## config.mk

```make
export PLATFORM = sky130hd
export DESIGN_NAME = cjps_mul
export DESIGN_NICKNAME = d
export VERILOG_FILES = /design/src/design/cjps_mul.sv
export SDC_FILE = /design/constraint.sdc
export NUM_CORES = 2
export LEC_CHECK = 0
export ABC_CLOCK_PERIOD_IN_PS = 9050
export BUFFER_PORTS_ARGS = -buffer_cell sky130_fd_sc_hd__buf_4
export CORE_MARGIN = 2
export CORE_UTILIZATION = 33
export DETAILED_ROUTE_END_ITERATION = 16
export SKIP_LAST_GASP = 1
export SYNTH_ARGS = -nofsm -noshare
export SYNTH_HDL_FRONTEND = slang
export SYNTH_SLANG_ARGS = --single-unit
```

## constraint.sdc

```tcl
create_clock -name clock -period 9.05 [get_ports clock]
set_input_delay 1.81 -clock clock [delete_from_list [all_inputs] [get_ports clock]]
set_output_delay 1.81 -clock clock [all_outputs]
set_load 0.1 [all_outputs]
```

## src/design/cjps_mul.sv

```systemverilog
module cjps_mul (
   input  logic               clock,
   input  logic signed [32:0] a,
   input  logic signed [32:0] b,
   output logic signed [65:0] prod_ff
);

   logic signed [65:0] prod_in;

   assign prod_in = a * b;

   always_ff @(posedge clock) begin
      prod_ff <= prod_in;
   end

endmodule

```

# Yosys cells after proc, flatten, opt, wreduce, memory -nomap -nowiden
# Cells that the tools add are included.
# classes
n_mul	1
# ops
op	count
$mul A33 B33 Y66	1
# word_totals
reg_bits	66
inputBits	67
out_inout_bits	66
elab_cells	2

# Longest topological paths before layout
# depth
depth_word	1
depth_mapped	29
ltp_nobuf	27

# Worst setup path after synthesis
# No wires, ideal clock.
# synth_path
kind	input port to flip-flop
from	input a[32]
to	register prod_ff[65]
setup_ns	0.072
t_arrival_ns	8.959
t_required_ns	8.978
slack_ns	0.019
cell_stages	22
path_buffers	2
cell_sequence	clkbuf_1 nand2_1 inv_1 fa_1 fa_1 fa_1 fa_1 fa_1 fa_1 fa_1 inv_1 fa_1 inv_1 ha_1 clkbuf_1 a21o_1 a21o_1 a221o_1 a31oi_2 o211ai_1 o41ai_2 xnor2_1
# synth_between
elab_chain_cells	1
# synth_rtl
item	line_no	source
from (decl)	3	input logic signed [32:0] a,
$mul A33 B33 Y66	10	assign prod_in = a * b;
via prod_in[65]	8	logic signed [65:0] prod_in;
to (signal assigned)	13	prod_ff <= prod_in;
to (decl)	5	output logic signed [65:0] prod_ff
# The timed path passes the listed nets, and every way through them passes these cells.

# Final worst setup path
# layout_path
from	input a[31]
to	register prod_ff[60]
# Same word-level chain as after synthesis.

==> impl_metrics.yaml <==
logic_synthesis:
  synth-async-reset-ratio: 0
  synth_top_cell_by_area: "fa_1"
  synth.distinct_cells: 61
  synthFlopType: "dfxtp_1"
  synth_seq_area_share: 0.0327
  syn-num-nets: 5731
  synth_seq_cells: 66
  ys_warn_count: 0
  synth-edff-count: 0
  netlist_area_sq_mm: 0.0404
  synth_top_area_frac: 0.568
  syn_area_per_cell_sq_um: 9.38
  ys_top_cells_by_area: "fa_1, inv_1, and2_1, ha_1, nand2_1"
  synthCells: 4302
layout:
  fin_cells: 6261
  biggestRegsByFlops: "prod_ff (66)"
  layout-drive-gt1-share: 0.126
  layout_commonest_cell: "fa_1"
  fin_nets: 6058
  fin_util: 0.381
  areaGrowthSynthToFinish_pct: 14.7
  final_cell_mix: "fa_1, inv_1, and2_1"
  largest_reg_flops: 66
  largest_register: "prod_ff"
placement:
  io_buffers: 132
  hpwl_mm: 98.9
  dp_cells: 6242
  gp_congestion: 0.884
sta:
  finalMaxSlewViolations: 0
  fin_crit_sh: 0.983
  tightest_slew_ns: 0.845
  max_freq_mhz: 112
  rsz0062_at_grt: "true"
  min_period_ns: 8.89
  finalSetupTns_ns: 0
  relSlewSlack: 0.431
  finalSetupViolations: 0
  hold_viol_final: 0
global_route:
  overflow: 0
  grt_pass1_wl_mm: 182
  grt_usage: 0.186
  antenna_found_initial: 5
  grt_start_max_net_pins: 27
  grt_pass1_vias: 32600
  met3_usage: 0.0251
  met1_usage: 0.244
  grt.busiest_layer: "met2"
  use_met2: 0.317
setup_path:
  worstPathMaxFanout: 12
  start_kind: "primary input"
  critical_path_arrival_ns: 9.24
  cp-startpoint: "a[31]"
  critPathMaxStageDelay_ns: 0.54
  endpoint_kind: "flip-flop"
  crit_required_ns: 9.40
  crit_type: "primary input to flip-flop"
  crit_end: "prod_ff[60]"
  cp_slowest_cell: "fa_1"
  cpMostUsedCell: "fa_1"
cts:
  cts.reportedPaths.clkPinSlew_ns: 0.07
  cts_buffers: 9
  cts_tree: "yes"
  cts_root_buf: "clkbuf_16"
  cts.sinks: 66
  h-tree-depth: 3
  clock_path_buffers: 2
routing:
  drtAntennaViolNets: 0
  viasPerCell: 4.61
  wirelength_mm: 110
  dr.pass1.iters: 5
  remaining_drc_errors: 0
  avgRoutedWirePerCell_um: 17.5
  drtIter0Drc: 1324
  num_vias: 28900
floorplanning:
  dieArea_sq_mm: 0.125
  initial_core_util: 0.332
  row_count: 128
  die_h_um: 354
  die_w_um: 354
  pin_count: 133
  core_area_sq_mm: 0.122
min_path:
  hold_depth: 3
  worstHoldPathType: "primary input to flip-flop"
outcome:
  status: "complete, no violations"
run:
  maxCapViolCount: 0
-- cell usage after synthesis (all sizes together) (3+ instances only) --
| master | n |
|---|---|
| o21ba | 3 |
| nand3 | 18 |
| o21a | 7 |
| a31oi | 10 |
| and4 | 7 |
| nand2b | 9 |
| a221o | 3 |
| nor2b | 3 |
| and2 | 563 |
| dfxtp | 66 |
| inv | 1133 |
| a211oi | 9 |
| xnor2 | 55 |
| nor3 | 8 |
| nand4 | 9 |
| nor4 | 5 |
| nor2 | 47 |
| a21o | 28 |
| xor2 | 20 |
| nand2 | 543 |
| clkbuf | 220 |
| fa | 1145 |
| o22ai | 3 |
| a21oi | 73 |
| ha | 217 |
| o21ai | 43 |
| or2 | 5 |
| and3 | 7 |
| o21bai | 8 |
| o211ai | 7 |
| a2111oi | 3 |
-- layout make-up --
type                       instances  area [sq um]
multi-input combinational       2882         34000
timing repair buffer             537          4370
clock buffer                      12           256
inverter                        1133          4250
fill                           12200         75200
sequential                        66          1320
clock inverter                     4          50.0
antenna                            2          5.00
tap                             1625          2030
-- through the flow --
| stage | area (sq um) | hold WS, ns | setup slack, ns |
|---|---|---|---|
| 6_report | 46300 | 2.02 | 0.155 |
| 3_3_place_gp | 45900 | 2.30 | -0.397 |
| 3_5_place_dp | 45900 | 2.30 | -0.531 |
| 2_1_floorplan | 40400 | 1.94 | 0.0192 |
| 4_1_cts | 46200 | 1.95 | 0.0502 |
| 5_1_grt | 46300 | 2.01 | -0.0479 |
-- timing repair --
action,CTS,global route
hold buffers,0,0
pin swaps,0,4
setup endpoints to repair,1,17
buffers inserted,0,1
gates resized for setup,1,13
-- worst min path at each step --
stage,startpoint,slack [ns],endpoint
finish,b[0],2.02,prod_ff[0]
global route,b[0],2.01,prod_ff[0]
CTS,b[0],1.95,prod_ff[0]
detailed placement,prod_ff[8],2.30,prod_ff[8]
global placement,prod_ff[7],2.30,prod_ff[7]
floorplan,a[0],1.94,prod_ff[0]
-- cells by family after synthesis --
kind of cell,synth area share
buffers and inverters,0.126
XOR/XNOR,0.0163
adder cells (fa/ha/maj),0.635
AO/OA/AOI/OAI,0.0360
AND/OR/NAND/NOR,0.154
flip-flops,0.0327
-- per-layer routing --
layer  up-vias  routed length (um)
met5         -                  25
met4         4                3540
met3       136                5320
met2       667               54900
met1     15200               45700
li1      12800                   -
-- critical path, delay by kind of cell --
kind	cells	cell delay, ns
xor+xnor	1	0.15
fa+ha+maj	9	4.39
buf+inv	11	1.21
simple gates	3	0.43
compound gates	5	1.23
Power is left out: the tool's default activity adds up to more than one toggle a clock period on the data nets, which glitch-free logic cannot reach.
