[src/design/cjps_pkg.sv]
package cjps_pkg;

   typedef struct packed {
      logic signed [31:0] knot_offset;
      logic signed [31:0] knot_slope;
      logic signed [31:0] knot_curv_term;
      logic               final_knot;
   } cjps_req_type;

   typedef struct packed {
      logic signed [31:0] station;
      logic signed [31:0] offset;
      logic signed [31:0] slope;
      logic signed [31:0] second_deriv;
      logic signed [31:0] curvature;
      logic               last_point;
   } cjps_rsp_type;

   // request to the curvature unit: u = 1 + dl^2, magnitude and sign of ddl
   typedef struct packed {
      logic        start;
      logic        neg;
      logic [47:0] u;
      logic [31:0] mag;
   } cjps_curv_req_type;

   typedef struct packed {
      logic               done;
      logic signed [31:0] value;
   } cjps_curv_rsp_type;

   localparam logic [1:0] REG_SPACING  = 2'd0;
   localparam logic [1:0] REG_INV      = 2'd1;
   localparam logic [1:0] REG_STEP     = 2'd2;
   localparam logic [1:0] REG_POINTS   = 2'd3;

   localparam logic signed [32:0] ONE_SIXTH_Q16 = 33'sd10923;
   localparam logic [47:0]        U_ONE         = 48'd65536;

   function automatic logic signed [31:0] sat32(input logic signed [67:0] v);
      logic signed [31:0] r;
      if (v > 68'sh0_0000_0000_7FFF_FFFF) begin
         r = 32'sh7FFF_FFFF;
      end else if (v < -68'sh0_0000_0000_8000_0000) begin
         r = 32'sh8000_0000;
      end else begin
         r = v[31:0];
      end
      return r;
   endfunction

   function automatic logic signed [67:0] sx68(input logic signed [31:0] v);
      return {{36{v[31]}}, v};
   endfunction

endpackage

[src/design/cjps_curv.sv]
module cjps_curv (
   input  logic                        clock,
   input  logic                        reset,
   input  cjps_pkg::cjps_curv_req_type req,
   output cjps_pkg::cjps_curv_rsp_type rsp
);

   typedef enum logic [3:0] {
      C_IDLE = 4'b0001,
      C_SQRT = 4'b0010,
      C_DIV1 = 4'b0100,
      C_DIV2 = 4'b1000
   } cstate_type;

   cstate_type         state_ff, state_in;
   logic [63:0]        x_ff, x_in, r_ff, r_in, bit_ff, bit_in;
   logic [63:0]        rem_ff, rem_in, quo_ff, quo_in, dvd_ff, dvd_in, dvs_ff, dvs_in;
   logic [5:0]         cnt_ff, cnt_in;
   logic [47:0]        u_ff, u_in;
   logic [31:0]        mag_ff, mag_in;
   logic               neg_ff, neg_in, done_ff, done_in;
   logic signed [31:0] value_ff, value_in;

   logic [63:0]        rb, r_nx, rem2, quo_nx;
   logic               ge_s, ge_d;
   logic signed [67:0] kv;

   always_comb begin
      rb     = r_ff + bit_ff;
      ge_s   = x_ff >= rb;
      r_nx   = ge_s ? ((r_ff >> 1) + bit_ff) : (r_ff >> 1);
      rem2   = {rem_ff[62:0], dvd_ff[63]};
      ge_d   = rem2 >= dvs_ff;
      quo_nx = {quo_ff[62:0], ge_d};
      kv     = $signed({4'b0, quo_nx});

      state_in = state_ff;
      x_in     = x_ff;
      r_in     = r_ff;
      bit_in   = bit_ff;
      rem_in   = rem_ff;
      quo_in   = quo_ff;
      dvd_in   = dvd_ff;
      dvs_in   = dvs_ff;
      cnt_in   = cnt_ff;
      u_in     = u_ff;
      mag_in   = mag_ff;
      neg_in   = neg_ff;
      done_in  = 1'b0;
      value_in = value_ff;

      case (state_ff)
         C_IDLE: begin
            if (req.start) begin
               x_in     = {req.u, 16'b0};
               r_in     = '0;
               bit_in   = 64'h4000_0000_0000_0000;
               u_in     = req.u;
               mag_in   = req.mag;
               neg_in   = req.neg;
               state_in = C_SQRT;
            end
         end
         C_SQRT: begin
            x_in   = ge_s ? (x_ff - rb) : x_ff;
            r_in   = r_nx;
            bit_in = bit_ff >> 2;
            if (bit_ff == 64'd1) begin
               dvd_in   = {mag_ff, 32'b0};
               dvs_in   = {16'b0, u_ff};
               rem_in   = '0;
               quo_in   = '0;
               cnt_in   = '0;
               state_in = C_DIV1;
            end
         end
         C_DIV1: begin
            rem_in = ge_d ? (rem2 - dvs_ff) : rem2;
            quo_in = quo_nx;
            dvd_in = dvd_ff << 1;
            cnt_in = cnt_ff + 6'd1;
            if (cnt_ff == 6'd63) begin
               dvd_in   = quo_nx;
               dvs_in   = r_ff;
               rem_in   = '0;
               quo_in   = '0;
               cnt_in   = '0;
               state_in = C_DIV2;
            end
         end
         C_DIV2: begin
            rem_in = ge_d ? (rem2 - dvs_ff) : rem2;
            quo_in = quo_nx;
            dvd_in = dvd_ff << 1;
            cnt_in = cnt_ff + 6'd1;
            if (cnt_ff == 6'd63) begin
               value_in = cjps_pkg::sat32(neg_ff ? -kv : kv);
               done_in  = 1'b1;
               state_in = C_IDLE;
            end
         end
         default: begin
            state_in = C_IDLE;
         end
      endcase
   end

   always_ff @(posedge clock) begin
      if (reset) begin
         state_ff <= C_IDLE;
         done_ff  <= 1'b0;
      end else begin
         state_ff <= state_in;
         done_ff  <= done_in;
      end
      x_ff     <= x_in;
      r_ff     <= r_in;
      bit_ff   <= bit_in;
      rem_ff   <= rem_in;
      quo_ff   <= quo_in;
      dvd_ff   <= dvd_in;
      dvs_ff   <= dvs_in;
      cnt_ff   <= cnt_in;
      u_ff     <= u_in;
      mag_ff   <= mag_in;
      neg_ff   <= neg_in;
      value_ff <= value_in;
   end

   assign rsp.done  = done_ff;
   assign rsp.value = value_ff;

endmodule

[config.mk]
export PLATFORM = sky130hd
export DESIGN_NAME = cjps_curv
export DESIGN_NICKNAME = d
export VERILOG_FILES = /design/src/design/cjps_pkg.sv /design/src/design/cjps_curv.sv
export SDC_FILE = /design/constraint.sdc
export NUM_CORES = 1
export LEC_CHECK = 0
export BUFFER_PORTS_ARGS = -buffer_cell sky130_fd_sc_hd__buf_2
export CORE_MARGIN = 2
export CORE_UTILIZATION = 50
export DETAILED_ROUTE_END_ITERATION = 8
export PLACE_DENSITY = 0.7
export SYNTH_ARGS = -nofsm -noshare
export SYNTH_HDL_FRONTEND = slang
export SYNTH_SLANG_ARGS = --single-unit
[constraint.sdc]
create_clock -name clock -period 19.15 [get_ports clock]
set_clock_uncertainty 0.1 [all_clocks]
set_input_delay 0.9575 -clock clock [delete_from_list [all_inputs] [get_ports clock]]
set_output_delay 0.9575 -clock clock [all_outputs]
set_load 0.01 [all_outputs]
; After elaboration in Yosys (flattened, before gate mapping)
; Index checks and enable logic that the tools add are counted.
[op_classes]
addsub = 6
magnitude_cmp = 4
n_eq_ne = 11
mux = 31
n_bitwise = 1
n_reduce_logical = 11
[op_table]
columns = cell, n
row1 = two-way mux 64 bit, 9
row2 = one-hot mux 64 bit (2 select lines), 4
row3 = one-hot mux 63 bit (3 select lines), 2
row4 = two-way mux 63 bit, 4
row5 = one-hot mux 64 bit (3 select lines), 1
row6 = >= comparator 64 bit, 2
row7 = "> comparator 68 x 32 -> 1 bit, second input constant", 1
row8 = "< comparator 68 x 32 -> 1 bit, second input constant", 1
row9 = two-way mux 68 bit, 1
row10 = negator 64 -> 68 bit, 1
row11 = adder 63 x 64 -> 64 bit, 1
row12 = adder 64 bit, 1
row13 = "== test 64 x 1 -> 1 bit, second input constant", 1
row14 = subtractor 64 bit, 1
row15 = subtractor 63 bit, 1
row16 = two-way mux 32 bit, 1
row17 = one-hot mux 6 bit (3 select lines), 1
row18 = two-way mux 4 bit, 4
row19 = one-hot mux 4 bit (4 select lines), 1
row20 = two-way mux 6 bit, 2
row21 = "!= test 2 bit, second input constant", 5
row22 = AND reduction 2 bit, 4
row23 = "adder 6 x 1 -> 6 bit, second input constant", 1
row24 = "== test 6 bit, second input constant", 1
row25 = 11 further kinds, 13
[word_totals]
register_bits = 570
in_bits = 84
output_inout_bits = 33
elab_cells = 78

; Longest topological paths before layout
; Gate-level depths: netlist of run 1.
[logic_depth]
ltp_word = 5
depth_mapped = 28
depth_no_buf = 27

; Worst setup path after synthesis of run 1
; No wires, ideal clock.
[synth_path]
path_kind = reg2reg
startpoint = reg state_ff[3]
endpoint = reg cnt_ff[0] (enable)
setup_time_ns = 1.050
arrival_ns = 15.545
required_ns = 18.000
slack_ns = 2.455
stages_incl_launch_ff = 6
n_path_buf = 2
period_less_slack_ns = 16.695
cell_sequence = dfxtp_1 > nor4b_1 > inv_1 > clkbuf_1 > clkbuf_1 > a21boi_0
[synth_between]
elab_chain_cells = 3
elab_cells_between_ends = 6
classes_between = eq/ne: 4 / reduce/logical: 2
[synth_lines]
columns = element, line
row1 = "start, declared", cjps_curv.sv:15  ; cstate_type state_ff, state_in;
row2 = "start signal, assigned", cjps_curv.sv:113  ; state_ff <= state_in;
row3 = == test 4 x 2 -> 1 bit (tied with other cells), cjps_curv.sv:52  ; case (state_ff)
row4 = != test 2 bit (no line) / nonzero test 3 bit (equally long branches), n/a
row5 = AND reduction 2 bit (no line) (*), n/a
row6 = "end signal, assigned", cjps_curv.sv:123  ; cnt_ff <= cnt_in;
row7 = "end, declared", cjps_curv.sv:18  ; logic [5:0] cnt_ff, cnt_in;
; Every way passes the cells marked *; elsewhere a longest branch is shown, timed or not.
; A chain may end at the register's enable or synchronous reset.

; Worst setup path in the final report of run 1
[layout_path]
startpoint = reg r_ff[2]
endpoint = reg x_ff[1] (enable)
[layout_between]
elab_chain_cells = 4
[layout_lines]
columns = element, line
row1 = "start, declared", cjps_curv.sv:16  ; logic [63:0] x_ff, x_in, r_ff, r_in, bit_ff, bit_in;
row2 = "start signal, assigned", cjps_curv.sv:117  ; r_ff <= r_in;
row3 = adder 64 bit, cjps_curv.sv:29  ; rb = r_ff + bit_ff;
row4 = >= comparator 64 bit, cjps_curv.sv:30  ; ge_s = x_ff >= rb;
row5 = != test 2 bit (no line), n/a
row6 = AND reduction 3 bit (no line), n/a
row7 = "end signal, assigned", cjps_curv.sv:116  ; x_ff <= x_in;
row8 = "end, declared", cjps_curv.sv:16
; No other way between the ends.

==> impl_metrics.toml, run 1 <==
[status]
status = "finished, final reports clean"

[sta]
hold_viol_final = 0
slew_headroom_pct = 20.3
period_share_pct = 38.7
fmaxAchievable_mhz = 135
setup-violations-final = 0
fin_setup_tns_ns = 0
rsz0062_at_grt = "no"
period_minus_slack_ns = 7.42
tightest_slew_ns = 1.19
report.final.slew_viol_count = 0

[power]
leakage_nw = 14.6
powerDensity_mw_per_mm2 = 93.7
ir_drop_v = 0.0000884

[clock_tree]
cts_sinks = 538
cts.reportedPaths.clkPinSlew_ns = 0.06
cts_hold_buffers = 0
htree_levels = 2
cts_setup_buffers = 0
cts_buffers = 61
cts-root-buf = "clkbuf_16"
cts-resized-gates = 0
cts_tree = "done"
worstSkewPairLatency_ns = 0.64
cts.path.max_buffers = 3

[yosys]
synthCells = 3433
synth_cell_types = 92
synth_edf_count = 533
synth.avg_cell_area_um2 = 10.2
synth_xor_area_share_pct = 6.98
yosys_warnings = 0
synth-compound-area-share_pct = 17.3
netlist.area_leader.share_pct = 45.9
muxShareOfSynthArea_pct = 3.00
synth-seq-area-share_pct = 46.2
syn_area_mm2 = 0.0349
yosysTopAreaCell = "edfxtp_1"
yosys-top-cells-area = "edfxtp_1, ha_1, xor2_1, nor2_1, xnor2_1"
synth_nets = 3715
yosys.area_share.simple_pct = 15.6
synthAdderAreaFrac_pct = 7.15
synth_top_family_by_area = "compound AO/OA/AOI/OAI gates"
async_flop_share_pct = 0
synth-seq-cells = 538
synth_ff_type = "edfxtp_1"

[grt]
grt_first_pass_wirelength_mm = 140
grt_start_max_net_pins = 87
grt_pass1_vias = 25400
grt_overflow = 0
antenna_found_initial = 4
grt_use_total_pct = 24.5

[critical_path]
worstPathArrival_ns = 7.57
cpMaxStageDelayCell = "buf_4"
worstPathRequired_ns = 19.30
reg2reg_slack_ns = 11.73
crit_chain = "ha_1, and3_1, nor4_1, o31a_1, o21ai_0, a31o_2, a211oi_1, nor2_1, a31o_2, a31o_2, a31oi_1, xor2_1, ha_1, nand2_1, nor2_1, nand3_1, nor3_1, nand4_1, nand3_1, or3b_2, nand3_1, o21a_1, a21boi_4, buf_4"
slowest_delay_ns = 0.70
crit_start = "r_ff[2]"
end_kind = "register"
worstPathMaxFanout = 64
r2r_end = "x_ff[1]"
ff2ff_path_depth = 24
worstSetupPathType = "register to register"
start_kind = "register"
timing.rr.start = "r_ff[2]"

[floorplan]
die_x_um = 268
boundaryPins = 117
start_util_pct = 50.6
die_area_mm2 = 0.0718
rows = 96
coreArea_mm2 = 0.0688
die_y_um = 268

[layout]
multiInputGateArea_mm2 = 0.0175
layout.nets = 3755
area_growth_pct = 9.50
drive_gt1_share_pct = 10.5
fill_cells = 6002
fin_area_mm2 = 0.0382
layout.area.seq_mm2 = 0.0161
finalNonFillerCells = 4457

[worst_hold_path]
min-delay-start = "req[13]"
hold_end = "mag_ff[13]"
whs_path_depth = 1
hold_class = "input pin to register"

[route]
first_iter_violations = 2701
vias = 26900
ant_nets = 0
wire_per_inst_um = 20.0
dr.pass1.iters = 6
viasPerCell = 6.03
wirelength_mm = 89.2
post-route-drc-count = 0

[placed_design]
placed_area_mm2 = 0.0362
gp_congestion = 0.967
dp_hpwl_mm = 63.5
portBuffers = 116
dpl.cell_count = 4341

[job]
maxCapViolations = 0
-- area by class of cell --
cell class	instances	area share, %
multi-input combinational	2576	45.9
inverter	154	1.52
tap	931	3.05
antenna	2	0.0131
timing repair buffer	142	2.03
clock inverter	43	1.12
clock buffer	71	4.15
sequential	538	42.2
-- cells in the final DEF (no fill, tap or decap), types with 51 or more instances in the layout --
cell type,netlist,routed
and3_1,87,87
clkbuf_16,0,62
buf_2,3,116
xnor2_1,122,122
nor3_1,54,53
nand3_1,60,60
mux2_2,51,51
nand4_1,56,56
nand2_1,255,253
ha_1,196,196
a31oi_1,75,75
a21oi_1,194,193
inv_1,154,152
o21ai_0,212,212
edfxtp_1,533,533
nor2_1,298,297
xor2_1,156,156
a21o_1,92,92
-- through the flow --
step / hold slack, ns / power, mW / util [%] / setup slack [ns]
floorplan: 0.401 / 2.18 / - / 2.45
global placement: 0.412 / 2.40 / 52.5 / 11.88
detailed placement: 0.417 / 2.40 / 52.5 / 11.77
CTS: 0.369 / 3.59 / 55.5 / 11.74
global route: 0.377 / 3.75 / 55.5 / 11.34
finish: 0.405 / 3.58 / 55.5 / 11.73
-- how the worst max path moves through the flow --
| stage | end | depth (start not counted) |
|---|---|---|
| after floorplan | cnt_ff[0] | 5 |
| after global placement | x_ff[2] | 24 |
| after detailed placement | x_ff[19] | 24 |
| after CTS | x_ff[1] | 24 |
| after global routing | x_ff[39] | 24 |
| final | x_ff[1] | 24 |
-- registers in the layout, summed over array words and instances, names as in the netlist --
signal and count:
x_ff 64, mag_ff 32, neg_ff 1, u_ff 48
value_ff 32, cnt_ff 6, r_ff 64, quo_ff 63
rem_ff 63, state_ff 4, dvd_ff 64, bit_ff 32
done_ff 1, dvs_ff 64
-- cell usage after synthesis, drive strengths merged, types with 45 or more instances --
| cell | instances |
|---|---|
| nor3 | 55 |
| mux2 | 51 |
| xnor2 | 122 |
| mux2i | 47 |
| nor2 | 298 |
| a21o | 92 |
| xor2 | 156 |
| nor4 | 45 |
| edfxtp | 533 |
| a21oi | 194 |
| inv | 154 |
| and3 | 88 |
| a31oi | 75 |
| nand2 | 256 |
| ha | 196 |
| nand4 | 58 |
| clkbuf | 141 |
| o21ai | 246 |
| a211oi | 50 |
| nand3 | 60 |
| and2 | 52 |
-- routing by layer --
metal	global-route usage [%]	share of wire, %
met1	35.3	45
met2	38.6	45
met3	2.93	6.5
met4	7.37	2.6
met5	0	0.015
-- cells by family after synthesis --
| family | count (synthesis) |
|---|---|
| AND/OR/NAND/NOR | 1078 |
| buffers and inverters | 319 |
| AO/OA/AOI/OAI | 924 |
| flip-flops | 538 |
| adder cells (fa/ha/maj) | 198 |
| multiplexers | 98 |
| XOR/XNOR | 278 |
-- critical path, delay by kind of cell (launching register included) --
kind / cells / cell delay, ns
compound gates: 9 / 2.72
xor+xnor: 1 / 0.14
simple gates: 11 / 2.07
fa+ha+maj: 2 / 0.75
buf+inv: 1 / 0.70
flops: 1 / 0.47
-- report_power, final --
group / total, mW / switching [mW] / internal (mW)
combinational: 0.928 / 0.571 / 0.357
clock: 1.18 / 0.500 / 0.678
sequential: 1.47 / 0.0775 / 1.39
total: 3.58 / 1.15 / 2.43
(Power assumes the default switching activity.)
==> run 2, diff against run 1 <==
--- a/config.mk
+++ b/config.mk
@@ -5,6 +5,7 @@
 export SDC_FILE = /design/constraint.sdc
 export NUM_CORES = 1
 export LEC_CHECK = 0
+export ABC_AREA = 1
 export BUFFER_PORTS_ARGS = -buffer_cell sky130_fd_sc_hd__buf_2
 export CORE_MARGIN = 2
 export CORE_UTILIZATION = 50
==> constraint.sdc (replaced) <==
create_clock -name clock -period 7.7 [get_ports clock]
set_clock_uncertainty 0.1 [all_clocks]
set_input_delay 0.385 -clock clock [delete_from_list [all_inputs] [get_ports clock]]
set_output_delay 0.385 -clock clock [all_outputs]
set_load 0.01 [all_outputs]
==> run 2 against run 1 <==
Net effect: via count is 29% higher; area after synthesis is 8.1% higher; register-to-register slack worse by 10 ns.
==> impl_metrics.toml, run 2 <==
[critical_path]
cpMaxStageDelayCell = "edfxtp_1"
worstPathRequired_ns = 8.02
cp.depth = 25
crit_start = "r_ff[8]"
crit_top_cell = "nand2_1"
worstPathArrival_ns = 6.42
crit_family = "simple AND/OR/NAND/NOR gates"
end_kind = "register"
worstPathMaxFanout = 22
critPathBufInv = 4
worstSetupPathType = "register to register"
start_kind = "register"
ff2ff_path_depth = 25
slowest_delay_ns = 0.47
timing.rr.start = "r_ff[8]"

[layout]
area_growth_pct = 12.2
finalNonFillerCells = 6035
layout_commonest_cell = "nand2_1"
layout.nets = 5293
post-route-util_pct = 56.7
drive_gt1_share_pct = 6.97
fin_area_mm2 = 0.0423
mostFrequentLayoutCells = "nand2_1, inv_1, nor2_1"

[sta]
setup-violations-final = 0
rsz0062_at_grt = "no"
slew_headroom_pct = 20.5
tightest_slew_ns = 1.19
report.final.slew_viol_count = 0
period_minus_slack_ns = 6.10
fin_ws_ns = 1.60
fin_setup_tns_ns = 0
whs_ns = 0.103
fmaxAchievable_mhz = 164
hold_viol_final = 0
period_share_pct = 79.2

[grt]
grt_pass1_vias = 32800
antenna_found_initial = 3
grt_start_max_net_pins = 96
grt_overflow = 0
grt_use_total_pct = 31.3
grt_first_pass_wirelength_mm = 189

[route]
ant_nets = 0
first_iter_violations = 4272
viasPerCell = 5.76
post-route-drc-count = 0
vias = 34800
wire_per_inst_um = 20.3
wirelength_mm = 123
dr.pass1.iters = 6

[placed_design]
placed_area_mm2 = 0.0393
gp_congestion = 0.977
dpl.cell_count = 5830
portBuffers = 116
dp_hpwl_mm = 93.4
dp_slack_ns = 1.64

[yosys]
synth_edf_count = 533
synth_ff_type = "edfxtp_1"
synth_cell_types = 67
syn_area_mm2 = 0.0377
yosysTopAreaCell = "edfxtp_1"
yosys_warnings = 0
netlist_top_cells_count = "nand2_1, inv_1, nor2_1, edfxtp_1, o21ai_0"
yosys-top-cells-area = "edfxtp_1, nand2_1, inv_1, ha_1, nor2_1"
synth_most_common_cell = "nand2_1"
synth_nets = 5106
synth-seq-cells = 538
netlist.area_leader.share_pct = 42.5
synth-seq-area-share_pct = 42.7
async_flop_share_pct = 0
synthCells = 4824
synth.avg_cell_area_um2 = 7.81

[job]
maxCapViolations = 0

[floorplan]
die_area_mm2 = 0.0776
die_x_um = 279
boundaryPins = 117
rows = 100
coreArea_mm2 = 0.0746
start_util_pct = 50.5
die_y_um = 279

[status]
status = "finished, final reports clean"

[power]
total_power_mw = 20.3
leakage_nw = 17.4
powerDensity_mw_per_mm2 = 480
ir_drop_v = 0.000421

[clock_tree]
worstSkewPairLatency_ns = 0.63
htree_levels = 3
cts_buffers = 66
cts_sinks = 538
cts.path.max_buffers = 3
cts_setup_buffers = 0
cts_tree = "done"
cts.reportedPaths.clkPinSlew_ns = 0.06
cts-root-buf = "clkbuf_16"

[worst_hold_path]
hold_class = "input pin to register"
whs_path_depth = 3
min-delay-start = "req[81]"
-- run 2: logic make-up after synthesis --
logic type / count (synthesis) / synth area share, %
AND/OR/NAND/NOR: 2091 / 22.9
buffers and inverters: 812 / 8.24
flip-flops: 538 / 42.7
AO/OA/AOI/OAI: 985 / 14.8
adder cells (fa/ha/maj): 198 / 6.61
XOR/XNOR: 200 / 4.65
-- run 2: worst register-to-register path, stage by stage (launching register included) --
cell      delay, ns
edfxtp_1       0.47
ha_1           0.42
nand2_1        0.11
o21ai_0        0.17
inv_1          0.07
o21ai_0        0.27
nand2_1        0.08
o21ai_0        0.14
nand2_1        0.08
o21ai_0        0.21
nand2_1        0.09
nand2_1        0.14
inv_1          0.07
o221ai_1       0.41
a21oi_1        0.15
xor2_1         0.20
ha_1           0.32
inv_1          0.08
nor3_1         0.29
nand2_1        0.17
nor4_1         0.40
nand3_1        0.16
nand3_2        0.34
inv_1          0.46
o21a_1         0.32
nor3_1         0.19
-- run 2: layout make-up --
class	instances	area [µm²]
inverters	710	2670
clock inverters	43	395
well taps	969	1210
multi-input cells	3474	18500
fillers	7063	32300
diodes	1	2.50
repair buffers	221	1600
clock buffers	79	1760
flip-flops and latches	538	16100
-- run 2: where the power goes --
part / switching, mW / internal, mW / leakage (nW)
clock: 1.35 / 1.77 / 1.03
combinational: 8.18 / 3.65 / 11.3
sequential: 0.792 / 4.55 / 5.10
total: 10.3 / 9.97 / 17.4
-- run 2: path summary, 6_finish.rpt --
path	slack, ns	endpoint
hold reg to reg	0.43	dvd_ff[17]
setup / recovery	1.60	r_ff[21]
hold / removal	0.10	state_ff[0]
setup reg to reg	1.60	r_ff[21]
-- run 2: layer usage --
metal  vias to the layer above  wire length, µm  global-route usage (%)
li1                      16600                -                       -
met1                     16300            55600                    47.2
met2                      1596            50700                    45.7
met3                       241            12300                    5.59
met4                         4             3910                    9.66
met5                         -               23                       0
-- run 2: what timing repair did --
item	4_1_cts	5_1_grt
gates resized for setup	0	0
hold endpoints to repair	111	0
hold buffers	82	0
